$ cat src/hdl/rafc_pkg.sv
`timescale 1ns / 1ps
// ----------------------------------------------------------------------------
// Rate adaptation frame classifier package
// Shared types, codes and helpers for the front, queue and back parts.
// ----------------------------------------------------------------------------
package rafc_pkg;

    // Default number of histogram buckets.
    localparam int GAP_BUCKETS_DEF = 100;

    // Window geometry.
    localparam int WIN_DEPTH = 5;
    localparam logic [2:0] WIN_FULL = 3'd5;
    localparam logic [2:0] WIN_MIDDLE_READY = 3'd3;

    // Sample gap limits and bucket helpers.
    localparam logic [12:0] GAP_LIMIT = 13'd1000;
    localparam logic [6:0] NO_BUCKET = 7'd100;
    localparam logic [9:0] SAMPLE_GAP_INIT = 10'd1023;
    // Division by ten as (x * 205) >> 11, exact below 1029.
    localparam logic [17:0] RECIP_TEN = 18'd205;

    // Queue depth between front and back.
    localparam int QUEUE_DEPTH = 2;

    // Event codes.
    localparam logic [2:0] EV_NONE    = 3'd0;
    localparam logic [2:0] EV_STEADY  = 3'd1;
    localparam logic [2:0] EV_SAMPLE  = 3'd2;
    localparam logic [2:0] EV_CHANGE  = 3'd3;
    localparam logic [2:0] EV_SPECIAL = 3'd4;

    // Change kind codes.
    localparam logic [1:0] CK_SEQ        = 2'd0;
    localparam logic [1:0] CK_SEQ_AFTER  = 2'd1;
    localparam logic [1:0] CK_SEQ_BEFORE = 2'd2;
    localparam logic [1:0] CK_NON_SEQ    = 2'd3;

    // One classified frame handed from front to back.
    typedef struct packed {
        logic [2:0]  ev;
        logic [1:0]  ck;
        logic [11:0] mseq;
        logic [7:0]  mrate;
        logic [3:0]  mretries;
        logic [31:0] msecond;
        logic [31:0] frames;
    } rec_t;

    // Back part sequencer states.
    typedef enum logic [1:0] {
        ST_CLEAR,
        ST_LOAD,
        ST_UPDATE
    } back_state_t;

    // Saturating increment of a 32-bit counter.
    function automatic logic [31:0] sat_inc(input logic [31:0] v);
        logic [31:0] r;
        r = (v == 32'hFFFF_FFFF) ? v : v + 32'd1;
        return r;
    endfunction

endpackage

$ cat src/hdl/rafc_queue.sv
`timescale 1ns / 1ps
// ----------------------------------------------------------------------------
// Classifier queue
// Short first-in first-out buffer of classified frames between front and back.
// ----------------------------------------------------------------------------
module rafc_queue (
    input  logic           clk,
    input  logic           rst_n,
    input  logic           push,
    input  rafc_pkg::rec_t push_rec,
    input  logic           pop,
    output rafc_pkg::rec_t head_rec,
    output logic           empty,
    output logic           full,
    output logic [$clog2(rafc_pkg::QUEUE_DEPTH+1)-1:0] level
);

    localparam int PW = $clog2(rafc_pkg::QUEUE_DEPTH);
    localparam int CW = $clog2(rafc_pkg::QUEUE_DEPTH + 1);

    rafc_pkg::rec_t entry_reg [rafc_pkg::QUEUE_DEPTH];
    logic [PW-1:0]  wr_ptr_reg, rd_ptr_reg;
    logic [CW-1:0]  count_reg;

    assign empty    = (count_reg == '0);
    assign full     = (count_reg == CW'(rafc_pkg::QUEUE_DEPTH));
    assign head_rec = entry_reg[rd_ptr_reg];
    assign level    = count_reg;

    // Pointers and occupancy.
    always_ff @(posedge clk or negedge rst_n)
    begin
        if (!rst_n)
        begin
            wr_ptr_reg <= '0;
            rd_ptr_reg <= '0;
            count_reg  <= '0;
        end
        else
        begin
            if (push)
            begin
                wr_ptr_reg <= (wr_ptr_reg == PW'(rafc_pkg::QUEUE_DEPTH - 1)) ?
                              '0 : wr_ptr_reg + PW'(1);
            end
            if (pop)
            begin
                rd_ptr_reg <= (rd_ptr_reg == PW'(rafc_pkg::QUEUE_DEPTH - 1)) ?
                              '0 : rd_ptr_reg + PW'(1);
            end
            if (push && !pop)
            begin
                count_reg <= count_reg + CW'(1);
            end
            else if (pop && !push)
            begin
                count_reg <= count_reg - CW'(1);
            end
        end
    end

    // Entry storage.
    always_ff @(posedge clk)
    begin
        if (push)
        begin
            entry_reg[wr_ptr_reg] <= push_rec;
        end
    end

endmodule

$ cat config.mk
export PLATFORM = sky130hd
export DESIGN_NAME = rafc_queue
export DESIGN_NICKNAME = d
export VERILOG_FILES = /design/src/hdl/rafc_pkg.sv /design/src/hdl/rafc_queue.sv
export SDC_FILE = /design/constraint.sdc
export NUM_CORES = 1
export LEC_CHECK = 0
export ABC_CLOCK_PERIOD_IN_PS = 9900
export CAP_MARGIN = 20
export CORE_MARGIN = 3
export CORE_UTILIZATION = 50
export DETAILED_ROUTE_END_ITERATION = 8
export DONT_BUFFER_PORTS = 1
export PLACE_DENSITY = 0.65
export SLEW_MARGIN = 25
export SYNTH_ARGS = -nofsm -noshare
export SYNTH_HDL_FRONTEND = slang
export SYNTH_SLANG_ARGS = --single-unit
$ cat constraint.sdc
create_clock -name clk -period 9.9 [get_ports clk]
set_input_delay 0.495 -clock clk [delete_from_list [all_inputs] [get_ports clk]]
set_output_delay 0.495 -clock clk [all_outputs]
set_load 0.02 [all_outputs]
==> Word level (Yosys, flattened, before mapping) <==
Memories as Yosys holds them, arrays and structs flattened.
Cells that the tools add are included.
{ "totals": {"reg_bits": 4, "elab_cells": 21, "mem_bits_rw": 186, "n_memories": 1, "in_bits": 97, "out_inout_bits": 97} }
{ "op_classes": {"n_mux": 6, "n_eq_ne": 1, "reduce_logical": 6, "addsub": 4} }
{ "memory_table": {"columns": ["memory", "depth", "word_bits", "read_ports", "rd_ports_with_merged_regs", "write_ports", "line", "rtl"], "rows": [
  ["entry_reg", 2, 93, 1, 0, 1, "rafc_queue.sv:21", "rafc_pkg::rec_t entry_reg [rafc_pkg::QUEUE_DEPTH];"]
]} }
{ "op_table": {"columns": ["op", "n"], "rows": [
  ["$mux 1", 4],
  ["$mux 2", 2],
  ["$add 1x1->1 const B", 2],
  ["$add 2x1->2 const B", 1],
  ["$eq 2x2->1 const B", 1],
  ["$logic_and 1x1->1", 2],
  ["$logic_not 1->1", 2],
  ["$logic_not 2->1", 1],
  ["$reduce_bool 2->1", 1],
  ["$sub 2x1->2 const B", 1]
]} }

==> Logic depth before layout (Yosys ltp) <==
{ "depth": {"depth_word": 4, "ltp_mapped": 5, "ltp_nobuf": 5} }

==> Worst setup path after synthesis <==
Ideal clock, no wire load.
{ "synth_path": {"kind": "input port to flip-flop", "start": "input port push", "end": "memory entry_reg[0][0] (netlist bit) (enable)", "cell_stages": 1, "t_required_ns": 9.344, "t_arrival_ns": 4.548, "path_slack_ns": 4.795, "setup_ns": 0.556, "n_path_buf": 0, "cell_sequence": "nor2b_1"} }
{ "synth_between": {"elab_chain_cells": 2} }
{ "synth_lines": {"columns": ["item", "line", "rtl"], "rows": [
  ["start, declared", "rafc_queue.sv:9", "input logic push,"],
  ["$mux 1", "rafc_queue.sv:65", "if (push)"],
  ["$mux 1 (implied by the code)", "rafc_queue.sv:67", "entry_reg[wr_ptr_reg] <= push_rec;"],
  ["end, declared", "rafc_queue.sv:21", null]
]} }
Every way passes these cells.

==> out/qor.csv <==
metric,value,unit
rows,42,
startpoint_type,flop,
max-vdd-ir-drop,143,µV
required,9.41,ns
clkSlewWorstSetupHoldPaths,0.06,ns
drc,0,
hold_class,in2reg,
wl_per_cell,21.9,µm
ys_ff_latch,190,
path_max_fanout,53,
detailed_place_hpwl,7210,µm
final_core_util,57.0,%
fin_crit,2.52,ns
hold_path_end,rd_ptr_reg,
fin_hold_ws,0.160,ns
timing.fmax,397,MHz
cts_tree,built,
period_share,25.4,%
multiInputGateArea,1140,µm²
cp.arrival,2.02,ns
synth_cell_types,13,
dr.pass1.iters,4,
fillers,1026,
dp.cells,475,
totalPowerFinal,2.37,mW
gp_congestion,0.662,
p_per_area,310,nW/µm²
grt_pass1_wl,16200,µm
diodes,0,
reg2reg_slack,7.82,ns
r2r-end,entry_reg[0][11],
avgSynthCellArea,22.7,µm²
drt_wl_total,11100,µm
start_util,51.6,%
numCtsBuffers,17,
via_count,2767,
die_x,124,µm
leakage,2.49,nW
syn_inst,305,
worstHoldStart,pop,
fin_area,7640,µm²
maxSlewHeadroom,55.7,%
clkLatencyLatePin,0.42,ns
whs_path_depth,1,
viasPerCell,5.46,
die-height,124,µm
fin_ws,7.38,ns
endpoint_kind,output pin,
antenna_left,0,
grt_max_degree,54,
dr.first_iter.drc_count,218,
slew_violations,0,
tightest_slew,0.664,ns
grt_overflow,0,
r2r_start,wr_ptr_reg,
final_nets,417,
final_cells,507,
synthToLayoutAreaGrowth,10.6,%
clock_path_buffers,2,
synth.cell_area,6910,µm²
ys_seq_area_share,82.3,%
yosysWarnings,0,
htree_levels,4,
place_ws,7.68,ns
fp.dieArea,15300,µm²
core_area,13400,µm²
crit_type,reg2out,
clock-sinks,190,
cts_root_buffer,clkbuf_16,
synth_fp_nets,403,
r2r_cells,3,
cts_setup_buffers,0,
numPortBuffers,0,
regArea,5690,µm²
postPlaceCellArea,7100,µm²
final.setup.tns,0,ns
finalHoldViolCount,0,
final-setup-viol-count,0,
grt_pass1_vias,2948,
rsz0062_at_grt,no,
maxCapViolCount,0,
drive_above_1_share,38.4,%
clock_skew,0.00580,ns
antenna_found_initial,1,
largest_reg_flops,186,
io_pins,194,
outcome,completed,
grt_usage,14.7,%
[critical path, cell delays in order, from the launching register on]
cell	delay, ns
dfrtp_4	0.78
buf_16	0.32
mux2_2	0.45
[how the worst max path moves through the flow]
stage | from | end | depth (start not counted)
after global routing | rd_ptr_reg | head_rec[43] | 2
after CTS | rd_ptr_reg | head_rec[72] | 2
after floorplan | push | entry_reg[0][0] | 1
after global placement | rd_ptr_reg | head_rec[72] | 1
after detailed placement | push | entry_reg[0][68] | 3
final | rd_ptr_reg | head_rec[43] | 2
[synth_stat cells]
library cell / instances / area (µm²)
xnor2_1: 1 / 8.76
buf_4: 1 / 7.51
and2_1: 1 / 6.26
xor2_1: 4 / 35.0
nor2_1: 2 / 7.51
ha_1: 1 / 12.5
buf_2: 3 / 15.0
nor2b_1: 2 / 12.5
mux2_2: 93 / 1050
inv_1: 1 / 3.75
dfrtp_1: 4 / 100
edfxtp_1: 186 / 5590
buf_6: 6 / 67.6
[layout make-up]
class                           count  share of cell area, %
Multi-Input combinational cell    104                   14.9
Clock inverter                     12                   1.28
Clock buffer                       19                   5.66
Tap cell                          176                   2.88
Inverter                            1                 0.0491
Sequential cell                   190                   74.4
Timing Repair Buffer                5                  0.786
[power by group]
part	internal (mW)	switching, mW	leakage, nW	total (mW)
clock network	0.342	0.266	0.254	0.608
logic	0.207	0.414	0.448	0.621
registers	1.07	0.0750	1.79	1.14
total	1.62	0.756	2.49	2.37
[metal layers]
layer	global-route usage [%]	share of wire, %
met5	0	0.18
met4	6.85	1.7
met3	9.06	14
met2	22.7	47
met1	16.0	36
[cells in the final DEF (no fill, tap or decap)]
cell and n:
edfxtp_1 186, nor2b_4 1, ha_1 1, and2_4 1, dfrtp_1 3, clkbuf_16 17
dfrtp_4 1, dlygate4sd3_1 1, bufinv_16 1, clkinvlp_4 3, xnor2_1 1, clkbuf_1 2
nor2b_1 1, clkinv_4 1, inv_1 1, xor2_1 4, mux2_2 93, clkinv_1 2
clkinv_2 4, buf_4 3, inv_6 1, buf_16 1, nor2_1 2
[what timing repair did]
action                    4_1_cts  5_1_grt
gates resized for setup         0        0
hold buffers                    1        0
hold endpoints to repair        4        0
[cell families (layout without fill, tap and decap cells)]
group | count (synthesis) | count (layout) | synth area share (%)
mux | 93 | 93 | 15.2
xor+xnor | 5 | 5 | 0.634
flops | 190 | 190 | 82.3
fa+ha+maj | 1 | 1 | 0.181
buf+inv | 11 | 37 | 1.36
simple gates | 5 | 5 | 0.380
No activity file was read; power rests on OpenSTA's default activity.
