$ cat config.mk
export PLATFORM = sky130hd
export DESIGN_NAME = rafc_front
export DESIGN_NICKNAME = d
export VERILOG_FILES = /design/src/hdl/rafc_pkg.sv /design/src/hdl/rafc_front.sv
export SDC_FILE = /design/constraint.sdc
export NUM_CORES = 1
export LEC_CHECK = 0
export BUFFER_PORTS_ARGS = -buffer_cell sky130_fd_sc_hd__buf_2
export CAP_MARGIN = 20
export CORE_ASPECT_RATIO = 0.7
export CORE_MARGIN = 3
export CORE_UTILIZATION = 45
export CTS_BUF_LIST = sky130_fd_sc_hd__clkbuf_8
export DETAILED_ROUTE_END_ITERATION = 7
export HOLD_SLACK_MARGIN = 0.08
export PLACE_DENSITY_LB_ADDON = 0.3
export REMOVE_ABC_BUFFERS = 1
export SYNTH_ARGS = -nofsm -noshare
export SYNTH_HDL_FRONTEND = slang
export SYNTH_SLANG_ARGS = --single-unit
$ cat constraint.sdc
create_clock -name clk -period 3.4 [get_ports clk]
set_input_delay 0.68 -clock clk [delete_from_list [all_inputs] [get_ports clk]]
set_output_delay 0.68 -clock clk [all_outputs]
set_load 0.01 [all_outputs]
$ cat src/hdl/rafc_pkg.sv
`timescale 1ns / 1ps
// ----------------------------------------------------------------------------
// Rate adaptation frame classifier package
// Shared types, codes and helpers for the front, queue and back parts.
// ----------------------------------------------------------------------------
package rafc_pkg;

    // Default number of histogram buckets.
    localparam int GAP_BUCKETS_DEF = 100;

    // Window geometry.
    localparam int WIN_DEPTH = 5;
    localparam logic [2:0] WIN_FULL = 3'd5;
    localparam logic [2:0] WIN_MIDDLE_READY = 3'd3;

    // Sample gap limits and bucket helpers.
    localparam logic [12:0] GAP_LIMIT = 13'd1000;
    localparam logic [6:0] NO_BUCKET = 7'd100;
    localparam logic [9:0] SAMPLE_GAP_INIT = 10'd1023;
    // Division by ten as (x * 205) >> 11, exact below 1029.
    localparam logic [17:0] RECIP_TEN = 18'd205;

    // Queue depth between front and back.
    localparam int QUEUE_DEPTH = 2;

    // Event codes.
    localparam logic [2:0] EV_NONE    = 3'd0;
    localparam logic [2:0] EV_STEADY  = 3'd1;
    localparam logic [2:0] EV_SAMPLE  = 3'd2;
    localparam logic [2:0] EV_CHANGE  = 3'd3;
    localparam logic [2:0] EV_SPECIAL = 3'd4;

    // Change kind codes.
    localparam logic [1:0] CK_SEQ        = 2'd0;
    localparam logic [1:0] CK_SEQ_AFTER  = 2'd1;
    localparam logic [1:0] CK_SEQ_BEFORE = 2'd2;
    localparam logic [1:0] CK_NON_SEQ    = 2'd3;

    // One classified frame handed from front to back.
    typedef struct packed {
        logic [2:0]  ev;
        logic [1:0]  ck;
        logic [11:0] mseq;
        logic [7:0]  mrate;
        logic [3:0]  mretries;
        logic [31:0] msecond;
        logic [31:0] frames;
    } rec_t;

    // Back part sequencer states.
    typedef enum logic [1:0] {
        ST_CLEAR,
        ST_LOAD,
        ST_UPDATE
    } back_state_t;

    // Saturating increment of a 32-bit counter.
    function automatic logic [31:0] sat_inc(input logic [31:0] v);
        logic [31:0] r;
        r = (v == 32'hFFFF_FFFF) ? v : v + 32'd1;
        return r;
    endfunction

endpackage

$ cat src/hdl/rafc_front.sv
`timescale 1ns / 1ps
// ----------------------------------------------------------------------------
// Classifier front part
// Holds the five-frame window and the best rate and classifies the middle frame.
// ----------------------------------------------------------------------------
module rafc_front (
    input  logic              clk,
    input  logic              rst_n,
    input  logic              accept,
    input  logic              is_null_frame,
    input  logic [7:0]        frame_rate,
    input  logic [11:0]       frame_seqno,
    input  logic [3:0]        frame_retries,
    input  logic [31:0]       data_frames_seen,
    input  logic [31:0]       arrival_second,
    output rafc_pkg::rec_t    rec
);

    logic [7:0]  rate_reg   [rafc_pkg::WIN_DEPTH];
    logic [11:0] seqno_reg  [rafc_pkg::WIN_DEPTH];
    logic [3:0]  retry_reg  [rafc_pkg::WIN_DEPTH];
    logic [31:0] second_reg [rafc_pkg::WIN_DEPTH];
    logic [2:0]  fill_reg, fill_next;
    logic [7:0]  best_reg, best_next;
    logic        after_seq, before_seq;

    // Window fill count after this frame.
    always_comb
    begin
        fill_next = fill_reg;
        if (fill_reg != rafc_pkg::WIN_FULL)
        begin
            fill_next = fill_reg + 3'd1;
        end
    end

    // Sequence tests, no wrap at the top of the seqno range.
    assign after_seq  = ({1'b0, seqno_reg[0]} == {1'b0, seqno_reg[1]} + 13'd1);
    assign before_seq = ({1'b0, seqno_reg[1]} == {1'b0, seqno_reg[2]} + 13'd1);

    // Classify the frame that becomes the middle one (today's slot 1).
    always_comb
    begin
        rec          = '0;
        rec.frames   = data_frames_seen;
        rec.mretries = retry_reg[1];
        rec.msecond  = second_reg[1];
        best_next    = best_reg;
        if (!is_null_frame)
        begin
            if (fill_next != rafc_pkg::WIN_FULL)
            begin
                if (fill_next >= rafc_pkg::WIN_MIDDLE_READY)
                begin
                    best_next = rate_reg[1];
                end
            end
            else
            begin
                rec.mseq  = seqno_reg[1];
                rec.mrate = rate_reg[1];
                if (rate_reg[1] == best_reg)
                begin
                    rec.ev = rafc_pkg::EV_STEADY;
                end
                else if (rate_reg[2] == rate_reg[0])
                begin
                    rec.ev = rafc_pkg::EV_SAMPLE;
                end
                else if (rate_reg[1] == rate_reg[0])
                begin
                    rec.ev    = rafc_pkg::EV_CHANGE;
                    best_next = rate_reg[1];
                    if (after_seq && before_seq)
                    begin
                        rec.ck = rafc_pkg::CK_SEQ;
                    end
                    else if (after_seq)
                    begin
                        rec.ck = rafc_pkg::CK_SEQ_AFTER;
                    end
                    else if (before_seq)
                    begin
                        rec.ck = rafc_pkg::CK_SEQ_BEFORE;
                    end
                    else
                    begin
                        rec.ck = rafc_pkg::CK_NON_SEQ;
                    end
                end
                else
                begin
                    rec.ev = rafc_pkg::EV_SPECIAL;
                end
            end
        end
    end

    // Control state: fill count and best rate.
    always_ff @(posedge clk or negedge rst_n)
    begin
        if (!rst_n)
        begin
            fill_reg <= '0;
            best_reg <= '0;
        end
        else if (accept && !is_null_frame)
        begin
            fill_reg <= fill_next;
            best_reg <= best_next;
        end
    end

    // Window shift line; cleared at reset since it feeds classification.
    always_ff @(posedge clk or negedge rst_n)
    begin
        if (!rst_n)
        begin
            for (int i = 0; i < rafc_pkg::WIN_DEPTH; i++)
            begin
                rate_reg[i]   <= '0;
                seqno_reg[i]  <= '0;
                retry_reg[i]  <= '0;
                second_reg[i] <= '0;
            end
        end
        else if (accept && !is_null_frame)
        begin
            for (int i = rafc_pkg::WIN_DEPTH - 1; i > 0; i--)
            begin
                rate_reg[i]   <= rate_reg[i-1];
                seqno_reg[i]  <= seqno_reg[i-1];
                retry_reg[i]  <= retry_reg[i-1];
                second_reg[i] <= second_reg[i-1];
            end
            rate_reg[0]   <= frame_rate;
            seqno_reg[0]  <= frame_seqno;
            retry_reg[0]  <= frame_retries;
            second_reg[0] <= arrival_second;
        end
    end

endmodule

# Word level (Yosys, flattened, before mapping)
# Index checks and enable logic that the tools add are counted.
[totals]
in_bits = 92
reg_bits = 143
[op_classes]
n_bitwise = 1
addsub = 3
eq_ne = 10
muxes = 17
n_lt_le_gt_ge = 1
n_reduce_logical = 5
[ops]
columns = ["op", "n"]
rows = [
  ["25-bit two-way mux", 2],
  ["8-bit two-way mux", 5],
  ["12-bit by 1-bit adder with 13-bit output, second input constant", 2],
  ["12-bit by 13-bit == test with 1-bit output", 2],
  ["8-bit == test", 3],
  ["3-bit two-way mux", 4],
  ["2-bit two-way mux", 5],
  ["3-bit != test, second input constant", 2],
  ["6-bit AND reduction", 1],
  ["2-bit != test, second input constant", 2],
  ["3-bit by 1-bit adder with 3-bit output, second input constant", 1],
  ["3-bit by 2-bit greater-or-equal comparator with 1-bit output, second input constant", 1],
  ["1-bit logical AND", 2],
  ["2-bit by 1-bit != test with 1-bit output, second input constant", 1],
  ["2-bit nonzero test", 1],
  ["1-bit zero test", 1],
  ["1-bit two-way mux", 1],
  ["1-bit inverter", 1],
]

# Logic depth before layout (Yosys ltp)
[logic_depth]
ltp_word = 10
depth_mapped = 8
mapped_depth_nobuf = 8

# Worst setup path after synthesis
# Ideal clock, no wire load.
[synth_timing]
path_kind = "reg2out"
start = "register fill_reg[0]"
end = "output rec[78] (netlist bit)"
stages_incl_launch_ff = 8
t_arrival_ns = 1.826
slack_ns = 0.894
path_buffers = 1
cell_sequence = "dfrtp_1 inv_1 ha_1 nor4b_1 o21ai_1 a21oi_1 clkbuf_1 and2_1"
[synth_rtl]
columns = ["element", "line", "rtl"]
rows = [
  ["start: declaration", "rafc_front.sv:23", "logic [2:0] fill_reg, fill_next;"],
  ["start signal: assignment", "rafc_front.sv:109", "fill_reg <= fill_next;"],
  ["end: declaration", "rafc_front.sv:16", "output rafc_pkg::rec_t rec"],
]

==> flow_summary.ini <==
[outcome]
outcome = completed

[critical_path]
worstPathArrival_ns = 2.56
slowest_delay_ns = 0.50
worst_setup_path_end_kind = output port
crit_path_max_fanout = 7
cp-start-kind = flop
crit_chain = ha_1 > nand2_1 > nor2_1 > nand4_1 > xnor2_1 > nand4_1 > o41a_1 > buf_2
critPathBufInv = 1
cp_top_family = simple AND/OR/NAND/NOR gates
cp_data_required_time_ns = 2.72
slowest_stage = dfrtp_1
crit_type = flop to output port
path_common_cell = nand4_1

[placement]
place_area_sq_mm = 0.00752
placed_cells = 816
place.gp.congestion = 0.888
io_buffers = 120
dpl.hpwl_um = 11100

[logic_synthesis]
yosysSeqAreaShare_pct = 49.5
yosys.area_share.simple_pct = 7.80
avgSynthCellArea_sq_um = 12.4
synth-edff-count = 0
synth_top_family_by_area = multiplexers
synth_xor_area_share_pct = 6.18
synth_flop_cell = dfrtp_1
synth_async_sr_flop_share_pct = 100
yosysUniqueCellTypes = 47
synthAdderAreaFrac_pct = 0.865
netlist_instances = 585
synth_mux_area_share_pct = 22.6
yosysWarnings = 0
synth-seq-cells = 143
synth_compound_area_share_pct = 3.77
netlist_area_sq_mm = 0.00723

[clocking]
clkSlewWorstSetupHoldPaths_ns = 0.09
clock-sinks = 143
clk_latency_ns = 0.44
cts_root_buf = clkbuf_8
clockBufferDepth = 2
ctsHoldBuffers = 0
cts_tree = yes
cts_buffers = 17
h-tree-depth = 4

[floorplan]
core_region_area_sq_mm = 0.0156
die_w_um = 158
die_area_sq_mm = 0.0177
die_h_um = 112
row_count = 38
io_pins = 185
initial_core_util_pct = 46.4

[cells_and_area]
multi_input_area_sq_mm = 0.00300
fin_cells = 850
syn_to_final_growth_pct = 9.60
fillCellCount = 1386
seq_area_sq_mm = 0.00358
final_common_cell = dfrtp_1
final_cell_mix = dfrtp_1 (142), mux2_2 (129), buf_2 (119), xnor2_1 (27), xor2_1 (24)
n_antenna_cell = 0
drive_gt1_share_pct = 48.2
nNetsFinal = 734
fin_area_sq_mm = 0.00793

[power_and_ir_drop]
p_leak_nw = 3.51
combPwrFrac_pct = 29.6
p_switching_mw = 1.90
peakVddDrop_mv = 0.301
pwr-share-clk_pct = 23.8
swShare_pct = 35.1
p_seq_share_pct = 46.5
p_int_mw = 3.50
p_total_mw = 5.40
power.density_mw_per_mm2 = 681

[sta]
worstMarginPinSlew_ns = 0.955
hold_viol = 0
fin_setup_tns_ns = 0
setup_violations = 0
clock_skew_ns = 0.0100
slew_headroom_pct = 36.3
max_freq_mhz = 308
drv_slew = 0
post-route-period-util_pct = 95.4
final.min_clock_period_ns = 3.24

[grt]
grt_pass1_wl_um = 25200
use_met3_pct = 9.87
grt-ovfl-total = 0
met1_usage_pct = 25.6
grt_pass1_vias = 4727
grt_use_met2_pct = 24.4
grt_max_degree = 112
grt-busiest-layer = met1
grt_usage_pct = 18.2
antenna_found_initial = 0

[job]
max_cap_violations = 0

[drt]
antenna_left = 0
viasPerCell = 5.25
first_pass_iters = 4
num_vias = 4459
drt-initial-drc-count = 250
wl_per_cell_um = 18.3
wl_um = 15600
drc = 0

[min_path]
hold_class = primary input to async pin
## worst reg2reg max path, cell delays in order (launching register included)
cell and delay (ns):
dfrtp_1 0.46, xor2_1 0.19, nor4_1 0.44, nand2_1 0.26, a32oi_2 0.32, nor2_4 0.13
mux2_4 0.32
## layer usage
| layer | wire length (um) | share of wire, % |
|---|---|---|
| met3 | 1770 | 11 |
| met2 | 6280 | 40 |
| met4 | 192 | 1.2 |
| met5 | 0 | 0 |
| met1 | 7320 | 47 |
## worst paths after layout
kind | start | endpoint | slack (ns) | cells past startpoint
worst max-delay path | seqno_reg[36]$_DFFE_PN0P_ | rec[89] | 0.16 | 8
worst min-delay path | rst_n | rate_reg[36]$_DFFE_PN0P_ | 0.33 | 1
worst max register to register | rate_reg[25]$_DFFE_PN0P_ | best_reg[6]$_DFFE_PN0P_ | 1.18 | 6
worst min register to register | second_reg[154]$_DFFE_PN0P_ | rec[58]$_DFFE_PN0P_ | 0.51 | 1
max in group asynchronous | rst_n | rec[57]$_DFFE_PN0P_ | 2.28 | 2
min in group clk | frame_seqno[2] | seqno_reg[50]$_DFFE_PN0P_ | 0.45 | 3
## synth_stat cells, drive strengths merged, types with 2 or more instances
cell type  instances  area share (%)
a211oi             4            0.42
a21oi             12            0.83
a31oi              3            0.26
a41oi              3            0.36
and2              22             1.9
buf               87             8.6
clkbuf             9            0.47
dfrtp            143              49
ha                 5            0.86
inv                6            0.31
mux2             137              22
mux2i              6            0.83
nand2             21             1.1
nand3              7            0.55
nand4              6            0.52
nor2              18             1.1
nor2b              3            0.26
nor3               5            0.35
nor4               8            0.86
nor4b              2            0.24
o21ai             13            0.90
xnor2             27             3.3
xor2              24             2.9
## logic make-up after synthesis
kind of cell | after synthesis
fa+ha+maj | 5
flops | 143
mux | 143
xor+xnor | 51
compound gates | 42
simple gates | 99
buf+inv | 102
## power groups by stage
| stage | combinational [mW] | clock (mW) | sequential (mW) |
|---|---|---|---|
| after floorplan | 1.07 | 0 | 2.49 |
| after detailed placement | 1.57 | 0 | 2.54 |
| after global routing | 1.77 | 1.41 | 2.57 |
| after global placement | 1.52 | 0 | 2.50 |
| after CTS | 1.58 | 1.34 | 2.51 |
| final | 1.60 | 1.29 | 2.51 |
## layout make-up
class                   count  area share [%]
flip-flops and latches    143            45.2
multi-input cells         340            37.8
repair buffers            129            8.82
well taps                 200            3.16
clock buffers              17            2.95
clock inverters            15            1.83
inverters                   6           0.284
## metrics by stage
step	hold slack, ns	utilization (%)	setup WS (ns)
6_report	0.334	50.8	0.155
5_1_grt	0.406	50.8	-0.0142
4_1_cts	0.365	50.7	0.0499
3_5_place_dp	0.490	48.2	0.497
3_3_place_gp	0.482	48.2	0.641
2_1_floorplan	0.384	-	-4.78
## timing repair
action / 4_1_cts / 5_1_grt
gates resized for setup: 1 / 2
buffers inserted: 0 / 2
setup endpoints to repair: 1 / 3
pin swaps: 0 / 0
Note: power is estimated with default switching activity, not from simulation.
